===== src/sv/mvt_pkg.sv =====
package mvt_pkg;

  localparam int ROWS         = 4;
  localparam int COLS         = 4;
  localparam int COEF_INDEX_W = 4;

  // tuser code that tells a load word from a transform word
  typedef enum logic {
    OP_LOAD  = 1'b0,
    OP_XFORM = 1'b1
  } op_t;

endpackage


===== src/sv/mvt_mult.sv =====
// One signed DATA_WIDTH x DATA_WIDTH product, split over two stages:
// two half-width partial products, then the shifted combine.
module mvt_mult #(
  parameter int DATA_WIDTH = 32
) (
  input  logic                          clk,
  input  logic                          en,
  input  logic signed [DATA_WIDTH-1:0]  coef,
  input  logic signed [DATA_WIDTH-1:0]  vec,
  output logic signed [2*DATA_WIDTH-1:0] prod
);
  import mvt_pkg::*;

  localparam int LO_W   = DATA_WIDTH / 2;
  localparam int HI_W   = DATA_WIDTH - LO_W;
  localparam int PL_W   = DATA_WIDTH + LO_W + 1;
  localparam int PH_W   = DATA_WIDTH + HI_W;
  localparam int PROD_W = 2 * DATA_WIDTH;

  logic signed [LO_W:0]        vec_lo;
  logic signed [HI_W-1:0]      vec_hi;
  logic signed [PL_W-1:0]      pp_lo_next;
  logic signed [PH_W-1:0]      pp_hi_next;
  logic signed [PL_W-1:0]      pp_lo;
  logic signed [PH_W-1:0]      pp_hi;
  logic signed [PROD_W-1:0]    prod_next;

  // low half is unsigned, high half carries the sign
  assign vec_lo     = $signed({1'b0, vec[LO_W-1:0]});
  assign vec_hi     = vec[DATA_WIDTH-1:LO_W];
  assign pp_lo_next = coef * vec_lo;
  assign pp_hi_next = coef * vec_hi;

  assign prod_next = (PROD_W'(pp_hi) <<< LO_W) + PROD_W'(pp_lo);

  always_ff @(posedge clk) begin
    if (en) begin
      pp_lo <= pp_lo_next;
      pp_hi <= pp_hi_next;
      prod  <= prod_next;
    end
  end

endmodule


===== config.mk =====
export PLATFORM = sky130hd
export DESIGN_NAME = mvt_mult
export DESIGN_NICKNAME = d
export VERILOG_FILES = /design/src/sv/mvt_pkg.sv /design/src/sv/mvt_mult.sv
export SDC_FILE = /design/constraint.sdc
export NUM_CORES = 2
export LEC_CHECK = 0
export BUFFER_PORTS_ARGS = -buffer_cell sky130_fd_sc_hd__buf_2
export CORE_ASPECT_RATIO = 1.25
export CORE_MARGIN = 5
export CORE_UTILIZATION = 40
export CTS_CLUSTER_DIAMETER = 120
export CTS_CLUSTER_SIZE = 12
export DETAILED_ROUTE_END_ITERATION = 10
export HOLD_SLACK_MARGIN = 0.05
export PLACE_DENSITY = 0.54
export SKIP_LAST_GASP = 1
export SLEW_MARGIN = 20
export SYNTH_ARGS = -nofsm -noshare
export SYNTH_HDL_FRONTEND = slang
export SYNTH_SLANG_ARGS = --single-unit

===== constraint.sdc =====
create_clock -name clk -period 7.6 [get_ports clk]
set_input_delay 0.76 -clock clk [delete_from_list [all_inputs] [get_ports clk]]
set_output_delay 0.76 -clock clk [all_outputs]
set_load 0.03 [all_outputs]

; ---- After elaboration in Yosys (flattened, before gate mapping)
; Cells that the tools add are included.
[op_classes]
multipliers = 2
add_sub_neg = 1
[op_table]
columns = operator, count
row1 = $add A64 B49 Y64, 1
row2 = $mul A32 B17 Y49, 1
row3 = $mul A32 B16 Y48, 1
[totals]
in_bits = 66
output_inout_bits = 64
regBits = 161

; ---- Logic depth before layout (Yosys ltp)
[logic_depth]
word_depth = 1
mapped_depth = 25
ltp_nobuf = 24

; ---- Worst setup path before layout
; Ideal clock, no wire load.
[synth_path]
path_kind = input-to-reg
startpoint = input coef[31]
endpoint = register pp_lo[48], data pin
setup_slack_ps = 1045
arrival_time_ps = 6293
stages = 21
setup_time_ps = 261
required_ps = 7339
cell_sequence = clkbuf_1 nand2_1 fa_1 inv_1 fa_1 inv_1 fa_1 fa_1 fa_1 fa_1 inv_1 ha_1 clkbuf_1 and3_1 and2_1 and3_1 a211oi_1 nand2_1 o21ai_0 o21ai_0 xnor2_1
[synth_via]
elab_chain_cells = 1
[synth_rtl]
columns = element, line
row1 = from (decl), mvt_mult.sv:8  ; input logic signed [DATA_WIDTH-1:0] coef,
row2 = $mul A32 B17 Y49, mvt_mult.sv:31  ; assign pp_lo_next = coef * vec_lo;
row3 = via pp_lo_next[48], mvt_mult.sv:22  ; logic signed [PL_W-1:0] pp_lo_next;
row4 = to (signal assigned), mvt_mult.sv:38  ; pp_lo <= pp_lo_next;
row5 = to (decl), mvt_mult.sv:24  ; logic signed [PL_W-1:0] pp_lo;
; The timed path passes the listed nets, and every way through them passes these cells.
; A chain may end at the register's enable or synchronous reset.

; ---- Worst setup path after layout
[layout_path]
startpoint = input coef[9]
endpoint = register pp_lo[24], data pin
; Same word-level chain as after synthesis.

==> flow_summary.yaml <==
routing:
  dr.first_iter.drc_count: 1707
  drc: 0
  via_per_inst: 5.012
  wirelength_um: 118200
  dr.pass1.iters: 5
  final_antenna_net_count: 0
  vias: 31140
  wl_per_cell_um: 19.02
cells_and_area:
  multi_input_area_sq_um: 33220
  seqCellArea_sq_um: 4835
  nNetsFinal: 6089
  syn2layout_area_growth_pct: 9.121
  fin_util_pct: 44.05
  num-fill-cells: 10700
  fin_cells: 6212
  drive_gt1_share_pct: 7.675
timing:
  relSlewSlack_pct: 40.93
  hold_viol_final: 0
  slew_violations: 0
  hold_slack_ns: 0.4198
  finalCritPeriodShare_pct: 95.19
  skew_ns: 0.01543
  fmax_ghz: 0.1382
  worst_slew_pin_slew_ns: 0.8861
  period_needed_ns: 7.235
  setup_viol_count_final: 0
  rsz0062_at_grt: "false"
worst_setup_path:
  critPathMaxFanout: 17
  r2r_end: "prod[61]"
  slowest_stage: "o21ai_0"
  r2r-start: "pp_hi[16]"
  critical_path_class: "in2reg"
  r2r.worst_path.cells: 10
  arrival_ns: 7.47
  startpoint_type: "primary input"
  slowest_delay_ns: 0.64
  crit_required_ns: 7.83
  cp_cell_sequence: "buf_2, buf_4, and2_1, fa_1, inv_1, fa_1, fa_1, inv_1, fa_1, fa_1, inv_1, fa_1, inv_1, ha_1, o21a_1, o21ai_0, o21ai_0, a21o_1, a21oi_1, o221ai_1, xor2_1, buf_4"
  r2r_slack_ns: 3.82
  crit_path_frequent_cell: "fa_1"
  endpoint_kind: "flop"
grt:
  grt_max_degree: 66
  antenna_found_initial: 4
  overflow: 0
  grt_pass1_wl_um: 191300
  first_global_vias: 34310
  track_usage_pct: 21.35
logic_synthesis:
  synth_most_common_cell: "inv_1"
  synth_top_area_share_pct: 45.25
  yosys.area_share.simple_pct: 14.42
  yosys_warnings: 0
  avgSynthCellArea_sq_um: 9.292
  synth_flop_cell: "edfxtp_1"
  yosysTopAreaCell: "fa_1"
  synth_top_family_by_area: "adder cells"
  synthAdderAreaFrac_pct: 53.30
  ys_types: 65
  synthArstFlopShare_pct: 0
  netlist_area_sq_um: 43180
  synthMuxAreaShare_pct: 0.02318
  synth_top_cells_by_count: "inv_1 (1,147), fa_1 (976), nand2_1 (660)"
  ys_top_cells_by_area: "fa_1 (45%), edfxtp_1 (11%), inv_1 (10%)"
  ys_ff_latch: 161
  synth-xor-area-share_pct: 2.840
  synth_compound_area_share_pct: 6.343
  synth-edff-count: 161
  syn_nets: 5967
  ys_seq_area_share_pct: 11.20
  syn_inst: 4647
clock_tree:
  worst_skew_pair.late_latency_ns: 0.48
  clkTransAtPathRegs_ns: 0.07
  cts_root_buf: "clkbuf_16"
  cts-htree-levels: 4
  cts_hold_buffers: 0
  cts_buffer_depth: 2
  numCtsBuffers: 17
  postCtsSetupRepairBufs: 0
  cts_tree: "done"
  ctsResizeCount: 0
  clock-sinks: 161
floorplan:
  chipHeight_um: 377.3
  die_w_um: 303.9
  die_area_sq_um: 114700
  core_sq_um: 107000
  start_util_pct: 40.37
  io_pins: 130
  row_count: 134
place:
  gp_routability_congestion: 0.8307
  dpl.hpwl_um: 96980
  port_buffers: 129
  dpl.cell_count: 6178
worst_hold_path:
  hold_end: "prod[4]"
  hold_path.class: "reg2reg"
  hold_start: "pp_lo[4]"
  hold_path_depth: 0
flow_run:
  drv_cap: 0
outcome:
  outcome: "complete, no violations"
[cell families (layout without fill, tap and decap cells)]
logic type	count (synthesis)	in the layout
XOR/XNOR	140	140
buffers and inverters	1366	1501
other	0	2
multiplexers	1	1
AND/OR/NAND/NOR	1297	1297
AO/OA/AOI/OAI	428	428
flip-flops	161	161
adder cells (fa/ha/maj)	1254	1254
[final cells by class]
cell class,instances,area share (%)
Tap cell,1428,3.792
Inverter,1148,9.145
Clock inverter,14,0.3080
Clock buffer,18,0.9108
Multi-Input combinational cell,3120,70.49
Timing Repair Buffer,321,5.080
Antenna cell,2,0.01062
Sequential cell,161,10.26
[how the worst max path moves through the flow]
stage	startpoint	end	slack (ns)	cells after the start
global placement	coef[9]	pp_lo[24]	-0.05	22
detailed placement	coef[9]	pp_lo[24]	-0.03	22
floorplan	coef[31]	pp_lo[48]	1.05	21
CTS	coef[9]	pp_lo[22]	0.49	21
global route	coef[9]	pp_lo[24]	0.14	22
finish	coef[9]	pp_lo[24]	0.37	22
[sequential cells by signal, indices dropped and copies added (netlist names)]
name	flops
pp_hi	48
prod	64
pp_lo	49
[cell usage in the layout, fill, tap and decap left out, drive strengths merged, types with 18 or more instances in the layout]
| master | instances |
|---|---|
| nor2b | 18 |
| xnor2 | 103 |
| xor2 | 37 |
| a21o | 61 |
| inv | 1155 |
| a211oi | 21 |
| buf | 321 |
| nand2 | 660 |
| fa | 976 |
| nor3 | 18 |
| nand3 | 29 |
| o21ai | 74 |
| a21oi | 144 |
| clkbuf | 18 |
| ha | 278 |
| o21a | 21 |
| and2 | 414 |
| edfxtp | 161 |
| nor2 | 82 |
| o21bai | 22 |
[per-stage QoR]
| stage | TNS, ns | setup slack [ns] | cell area, sq um |
|---|---|---|---|
| 6_report | 0 | 0.3654 | 47120 |
| 5_1_grt | 0 | 0.1366 | 47120 |
| 4_1_cts | 0 | 0.4931 | 47120 |
| 3_5_place_dp | -0.05579 | -0.03206 | 46540 |
| 3_3_place_gp | -0.07899 | -0.05339 | 46540 |
| 2_1_floorplan | 0 | 1.045 | 43180 |
[metal layers]
metal  global-route usage [%]  share of wire, %  vias up
met2                    40.43                54      686
met1                    24.99                38    16210
met5                        0                 0        -
li1                         -                 -    14050
met4                    8.915               5.0        0
met3                    1.604               3.5      190
[critical path, delay by kind of cell]
family	cells	cell delay, ns
xor gates and xnor gates	1	0.17
and+or+nand+nor	1	0.14
AOI/OAI and AO/OA	6	2.11
adders and majority gates	7	3.18
buffers and inverters	7	1.08
Power is left out: the tool's default activity adds up to more than one toggle a clock period on the data nets, which glitch-free logic cannot reach.
