## config.mk

```make
export PLATFORM = sky130hd
export DESIGN_NAME = mvt_row
export DESIGN_NICKNAME = d
export VERILOG_FILES = /design/src/sv/mvt_pkg.sv /design/src/sv/mvt_row.sv
export SDC_FILE = /design/constraint.sdc
export NUM_CORES = 1
export LEC_CHECK = 0
export BUFFER_PORTS_ARGS = -buffer_cell sky130_fd_sc_hd__buf_4
export CORE_ASPECT_RATIO = 0.7
export CORE_UTILIZATION = 45
export DETAILED_ROUTE_END_ITERATION = 7
export GPL_TIMING_DRIVEN = 0
export PLACE_DENSITY = 0.75
export SYNTH_ARGS = -nofsm -noshare
export SYNTH_HDL_FRONTEND = slang
export SYNTH_SLANG_ARGS = --single-unit
```

## constraint.sdc

```tcl
create_clock -name clk -period 6.43 [get_ports clk]
set_clock_uncertainty 0.15 [all_clocks]
set_input_delay 1.286 -clock clk [delete_from_list [all_inputs] [get_ports clk]]
set_output_delay 1.286 -clock clk [all_outputs]
set_load 0.02 [all_outputs]
```

## src/sv/mvt_pkg.sv

```systemverilog
package mvt_pkg;

  localparam int ROWS         = 4;
  localparam int COLS         = 4;
  localparam int COEF_INDEX_W = 4;

  // tuser code that tells a load word from a transform word
  typedef enum logic {
    OP_LOAD  = 1'b0,
    OP_XFORM = 1'b1
  } op_t;

endpackage

```

## src/sv/mvt_row.sv

```systemverilog
// Row dot product back end: pair sums, row sum, then shift and saturate
// into the output register.
module mvt_row #(
  parameter int DATA_WIDTH = 32,
  parameter int FRAC_BITS  = 16
) (
  input  logic                           clk,
  input  logic                           en,
  input  logic signed [2*DATA_WIDTH-1:0] prod [mvt_pkg::COLS],
  output logic signed [DATA_WIDTH-1:0]   result
);
  import mvt_pkg::*;

  localparam int PROD_W = 2 * DATA_WIDTH;
  localparam int PAIR_W = PROD_W + 1;
  localparam int SUM_W  = PROD_W + 2;

  logic signed [PAIR_W-1:0]     pair_a;
  logic signed [PAIR_W-1:0]     pair_b;
  logic signed [SUM_W-1:0]      sum;
  logic signed [SUM_W-1:0]      shifted;
  logic signed [SUM_W-1:0]      max_v;
  logic signed [SUM_W-1:0]      min_v;
  logic signed [DATA_WIDTH-1:0] result_next;

  assign max_v = {{(SUM_W-DATA_WIDTH+1){1'b0}}, {(DATA_WIDTH-1){1'b1}}};
  assign min_v = {{(SUM_W-DATA_WIDTH+1){1'b1}}, {(DATA_WIDTH-1){1'b0}}};

  // arithmetic shift floors toward minus infinity
  assign shifted = sum >>> FRAC_BITS;

  always_comb begin
    if (shifted > max_v) begin
      result_next = max_v[DATA_WIDTH-1:0];
    end else if (shifted < min_v) begin
      result_next = min_v[DATA_WIDTH-1:0];
    end else begin
      result_next = shifted[DATA_WIDTH-1:0];
    end
  end

  always_ff @(posedge clk) begin
    if (en) begin
      pair_a <= PAIR_W'(prod[0]) + PAIR_W'(prod[1]);
      pair_b <= PAIR_W'(prod[COLS-2]) + PAIR_W'(prod[COLS-1]);
      sum    <= SUM_W'(pair_a) + SUM_W'(pair_b);
      result <= result_next;
    end
  end

endmodule

```

Yosys cells after proc, flatten, opt, wreduce, memory -nomap -nowiden --
Cells that the tools add are included.
Word-level totals: register bits after elaboration 228, output and inout bits 32
Operators by class: add/subtract/negate cells 3, magnitude comparators 2, muxes and demuxes 1
Operators with widths (count):
- 64-bit by 64-bit adder with 65-bit output | 2
- 65-bit by 65-bit adder with 66-bit output | 1
- 50-bit by 32-bit > comparator with 1-bit output (second input constant) | 1
- 50-bit by 32-bit less-than comparator with 1-bit output (second input constant) | 1
- 32-bit 2-to-1 mux | 1

Depth between registers and ports, before layout --
depth after elaboration 2, gate-level depth with buffers 13, gate-level depth less buffers 13

Least setup slack after synthesis --
Ideal clock, no wire load.
path kind input to register, start input prod[128] (netlist bit), end register pair_a[60], data pin, arrival 3928 ps, data required time 6014 ps, path slack 2087 ps, stages on the path 13, path buffers 0, cell sequence ha_1 -> fa_1 -> a211oi_1 -> nor2_1 -> o211a_1 -> o2111a_1 -> o2111ai_1 -> a211oi_2 -> nor2_1 -> o21a_1 -> o21ba_2 -> o221ai_1 -> xor2_1
On the way: cells in the longest elaborated chain, start to end 1
Ends and longest elaborated chain:
- start, declared | RTL line mvt_row.sv:9 | input logic signed [2*DATA_WIDTH-1:0] prod [mvt_pkg::COLS],
- 64-bit by 64-bit adder with 65-bit output | RTL line mvt_row.sv:44 | pair_a <= PAIR_W'(prod[0]) + PAIR_W'(prod[1]);
- end signal, assigned | RTL line mvt_row.sv:44
- end, declared | RTL line mvt_row.sv:18 | logic signed [PAIR_W-1:0] pair_a;
Every way passes these cells. A chain may end at the register's enable or synchronous reset.

Worst setup path in the final report --
start input prod[6] (netlist bit), end register pair_b[63], data pin
On the way: cells in the longest elaborated chain, start to end 1
Ends and longest elaborated chain:
- 64-bit by 64-bit adder with 65-bit output | RTL line mvt_row.sv:45 | pair_b <= PAIR_W'(prod[COLS-2]) + PAIR_W'(prod[COLS-1]);
- end signal, assigned | RTL line mvt_row.sv:45
- end, declared | RTL line mvt_row.sv:19 | logic signed [PAIR_W-1:0] pair_b;
Every way passes these cells.

==> metrics.md <==
| Metric | Value |
|---|---|
| Outcome | `complete, no violations` |
| Worst hold margin | `0.367 ns` |
| Vias in the first global route | `14014` |
| Startpoint Class | `input pin` |
| Setup TNS | `0 ns` |
| Synth top area share | `0.373` |
| Delay-heaviest family, CP | `compound AO/OA/AOI/OAI gates` |
| Setup Crit Path Kind | `in2reg` |
| Slowest CP cell | `o32ai_2` |
| Final cycle utilization of the critical path | `0.758` |
| CTS tree | `built` |
| Avg Inst Size Synth | `9.51 um2` |
| Most common cell after layout, fill and taps aside | `buf_4` |
| CP cell instances | `buf_4 -> ha_1 -> buf_2 -> nand3_1 -> o22ai_1 -> nor3_1 -> o32ai_2 -> o221ai_1 -> a211oi_1 -> a21o_1 -> a21oi_1 -> nor3_2 -> a41oi_1 -> xnor2_1` |
| Std cell rows | `59` |
| Vias per cell | `5.84` |
| Fin. max-slew vios | `0` |
| Worst EP arrival | `5.00 ns` |
| Wirelength per Cell | `19.8 um` |
| Die extent in x | `235 um` |
| Max cap viols | `0` |
| Wire length of the first global-routing pass | `78500 um` |
| Cells after DPL | `2571` |
| Required @ worst endpoint | `6.56 ns` |
| Hold Path Stages | `2` |
| Post-Syn Instances | `1793` |
| Reported leakage power | `8.76 nW` |
| VDD IR max | `0.125 mV` |
| Starting DRT DRC Count | `1699` |
| Core ar. | `37300 um2` |
| Area Overhead vs Synth | `21.0%` |
| Starting Density | `0.458` |
| Hold Path Class | `reg2reg` |
| Worst-path clk slew | `0.06 ns` |
| Via count | `15260` |
| PortBufs | `289` |
| Most frequent cells in the layout | `buf_4 (288), edfxtp_1 (212), a21oi_1 (203)` |
| Ys async rst share | `0` |
| Synthesized net count | `2245` |
| CTS Hold Bufs | `0` |
| Critical-path maximum fanout | `7` |
| Reg2reg path depth | `12` |
| HPWL after DPL | `42800 um` |
| Final WL | `51700 um` |
| Largest net degree at the start of global routing | `122` |
| Drt drc | `0` |
| I/O pin count | `290` |
| Post-synthesis sequential area ratio | `0.373` |
| Final ANT Viol Nets | `0` |
| Crit. End Element | `register` |
| # setup viols final | `0` |
| Final Net Count | `2560` |
| CP max stage delay | `0.54 ns` |
| Cell area after layout | `20600 um2` |
| Ys Warns | `0` |
| Worst path bufs/invs | `2` |
| Initial antenna violation count | `4` |
| Die height | `165 um` |
| Ys flop type | `edfxtp_1` |
| Die ar. | `38700 um2` |
| Total GRT Usage | `0.259` |
| Synth unique cells | `75` |
| Area contributors post-synth | `edfxtp_1 (37%), ha_1 (14%), a21oi_1 (6.0%)` |
| Synth Cell Area | `17100 um2` |
| Number of synthesized flops with an enable pin | `212` |
| Clk buf depth | `3` |
| First drt pass iteration count | `5` |
| Pwr/cell area | `278 nW/um2` |
| # resized after CTS | `0` |
| Placed Area | `19900 um2` |
| Num CTS Buffers | `23` |
| Worst slew pin tran | `0.858 ns` |
| Post-CTS setup buffer count | `0` |
| Layout cells sized above 1 | `0.177` |
| Fin cells | `2615` |
| Final count of hold timing violations | `0` |
| Skew-Pair Late Insertion Delay | `0.53 ns` |
| CTS Sinks | `212` |
| Count of state elements after synthesis | `212` |
| Gr ovfl total | `0` |
| Critical path depth in cells | `14` |
| CTS H-tree lvls | `1` |
| Routability Congestion | `1.00` |
| Unrepaired setup endpoints after global routing | `false` |
| FF-to-FF setup slack | `2.52 ns` |
| Root buffer cell | `clkbuf_16` |
| Synth area leader | `edfxtp_1` |
| Peak Freq | `0.205 GHz` |
| Fin crit period | `4.88 ns` |
| Rel. slew slack | `0.421` |
-- cell type report --
class,instances,area [um2]
flip-flops and latches,212,6370
inverters,46,173
plain buffers,69,275
well taps,488,611
fillers,3367,16600
diodes,4,10.0
repair buffers,290,2200
clock buffers,23,576
clock inverters,17,181
multi-input cells,1466,10200
-- power breakdown --
group,internal (W),switching (W)
Sequential,0.00197,0.000177
Clock,0.000777,0.000546
Combinational,0.000951,0.00132
Total,0.00370,0.00205
-- worst paths after layout --
check / start / to
worst min register to register: sum[41] / result[25]
worst max register to register: pair_a[8] / sum[45]
worst max-delay path: prod[6] / pair_b[63]
worst min-delay path: sum[41] / result[25]
-- kinds of logic (layout without fill, tap and decap cells) --
kind of cell	after synthesis	in the layout	synth area share
AOI/OAI and AO/OA	616	616	0.234
xor gates and xnor gates	167	167	0.0857
adders and majority gates	194	194	0.143
DFF	212	212	0.373
and+or+nand+nor	489	489	0.137
other	0	4	0
buffers and inverters	115	445	0.0263
-- state kept, by name, indices dropped and copies added, names as in the netlist --
register / cells
sum: 50
result: 32
pair_a: 65
pair_b: 65
-- routing by layer --
| layer | global-route usage | part of all wire | up-vias |
|---|---|---|---|
| met5 | 0 | 0 | - |
| met3 | 0.0276 | 0.071 | 64 |
| met1 | 0.420 | 0.52 | 7179 |
| li1 | - | - | 7423 |
| met2 | 0.358 | 0.39 | 594 |
| met4 | 0.0616 | 0.020 | 0 |
-- cells in the mapped netlist (8+ instances only) --
library cell / count
o21ai_1: 10
a31oi_1: 16
nand2_1: 198
nor3_1: 32
and3_1: 12
buf_2: 12
xnor2_1: 104
a211oi_1: 24
nor4_1: 9
nand2b_1: 14
nand3_1: 32
clkbuf_1: 56
a21oi_1: 203
or2_2: 8
o31ai_1: 9
edfxtp_1: 212
o211ai_1: 12
ha_1: 192
nand4_1: 51
xor2_1: 63
nor2_1: 81
nor2b_1: 18
o21ai_0: 110
a21o_1: 101
o21a_1: 20
inv_1: 46
o21bai_1: 27
-- worst register-to-register path: stages, from the launching register on --
cell,delay (ns)
edfxtp_1,0.51
ha_1,0.39
nand3_1,0.10
or3_1,0.41
a211oi_1,0.19
nor3_1,0.18
a2111oi_4,0.44
a31oi_1,0.16
or3_4,0.46
o21ba_2,0.25
o21ai_2,0.14
a21oi_1,0.10
xnor2_1,0.15
-- metrics by stage --
step                       util  setup slack [ns]  power, W
after global routing      0.554              1.44   0.00608
after detailed placement  0.533              1.15   0.00439
final                     0.554              1.55   0.00574
after floorplan               -              2.09   0.00364
after CTS                 0.553              1.70   0.00573
after global placement    0.532              1.16   0.00435
No activity file was read; power rests on OpenSTA's default activity.
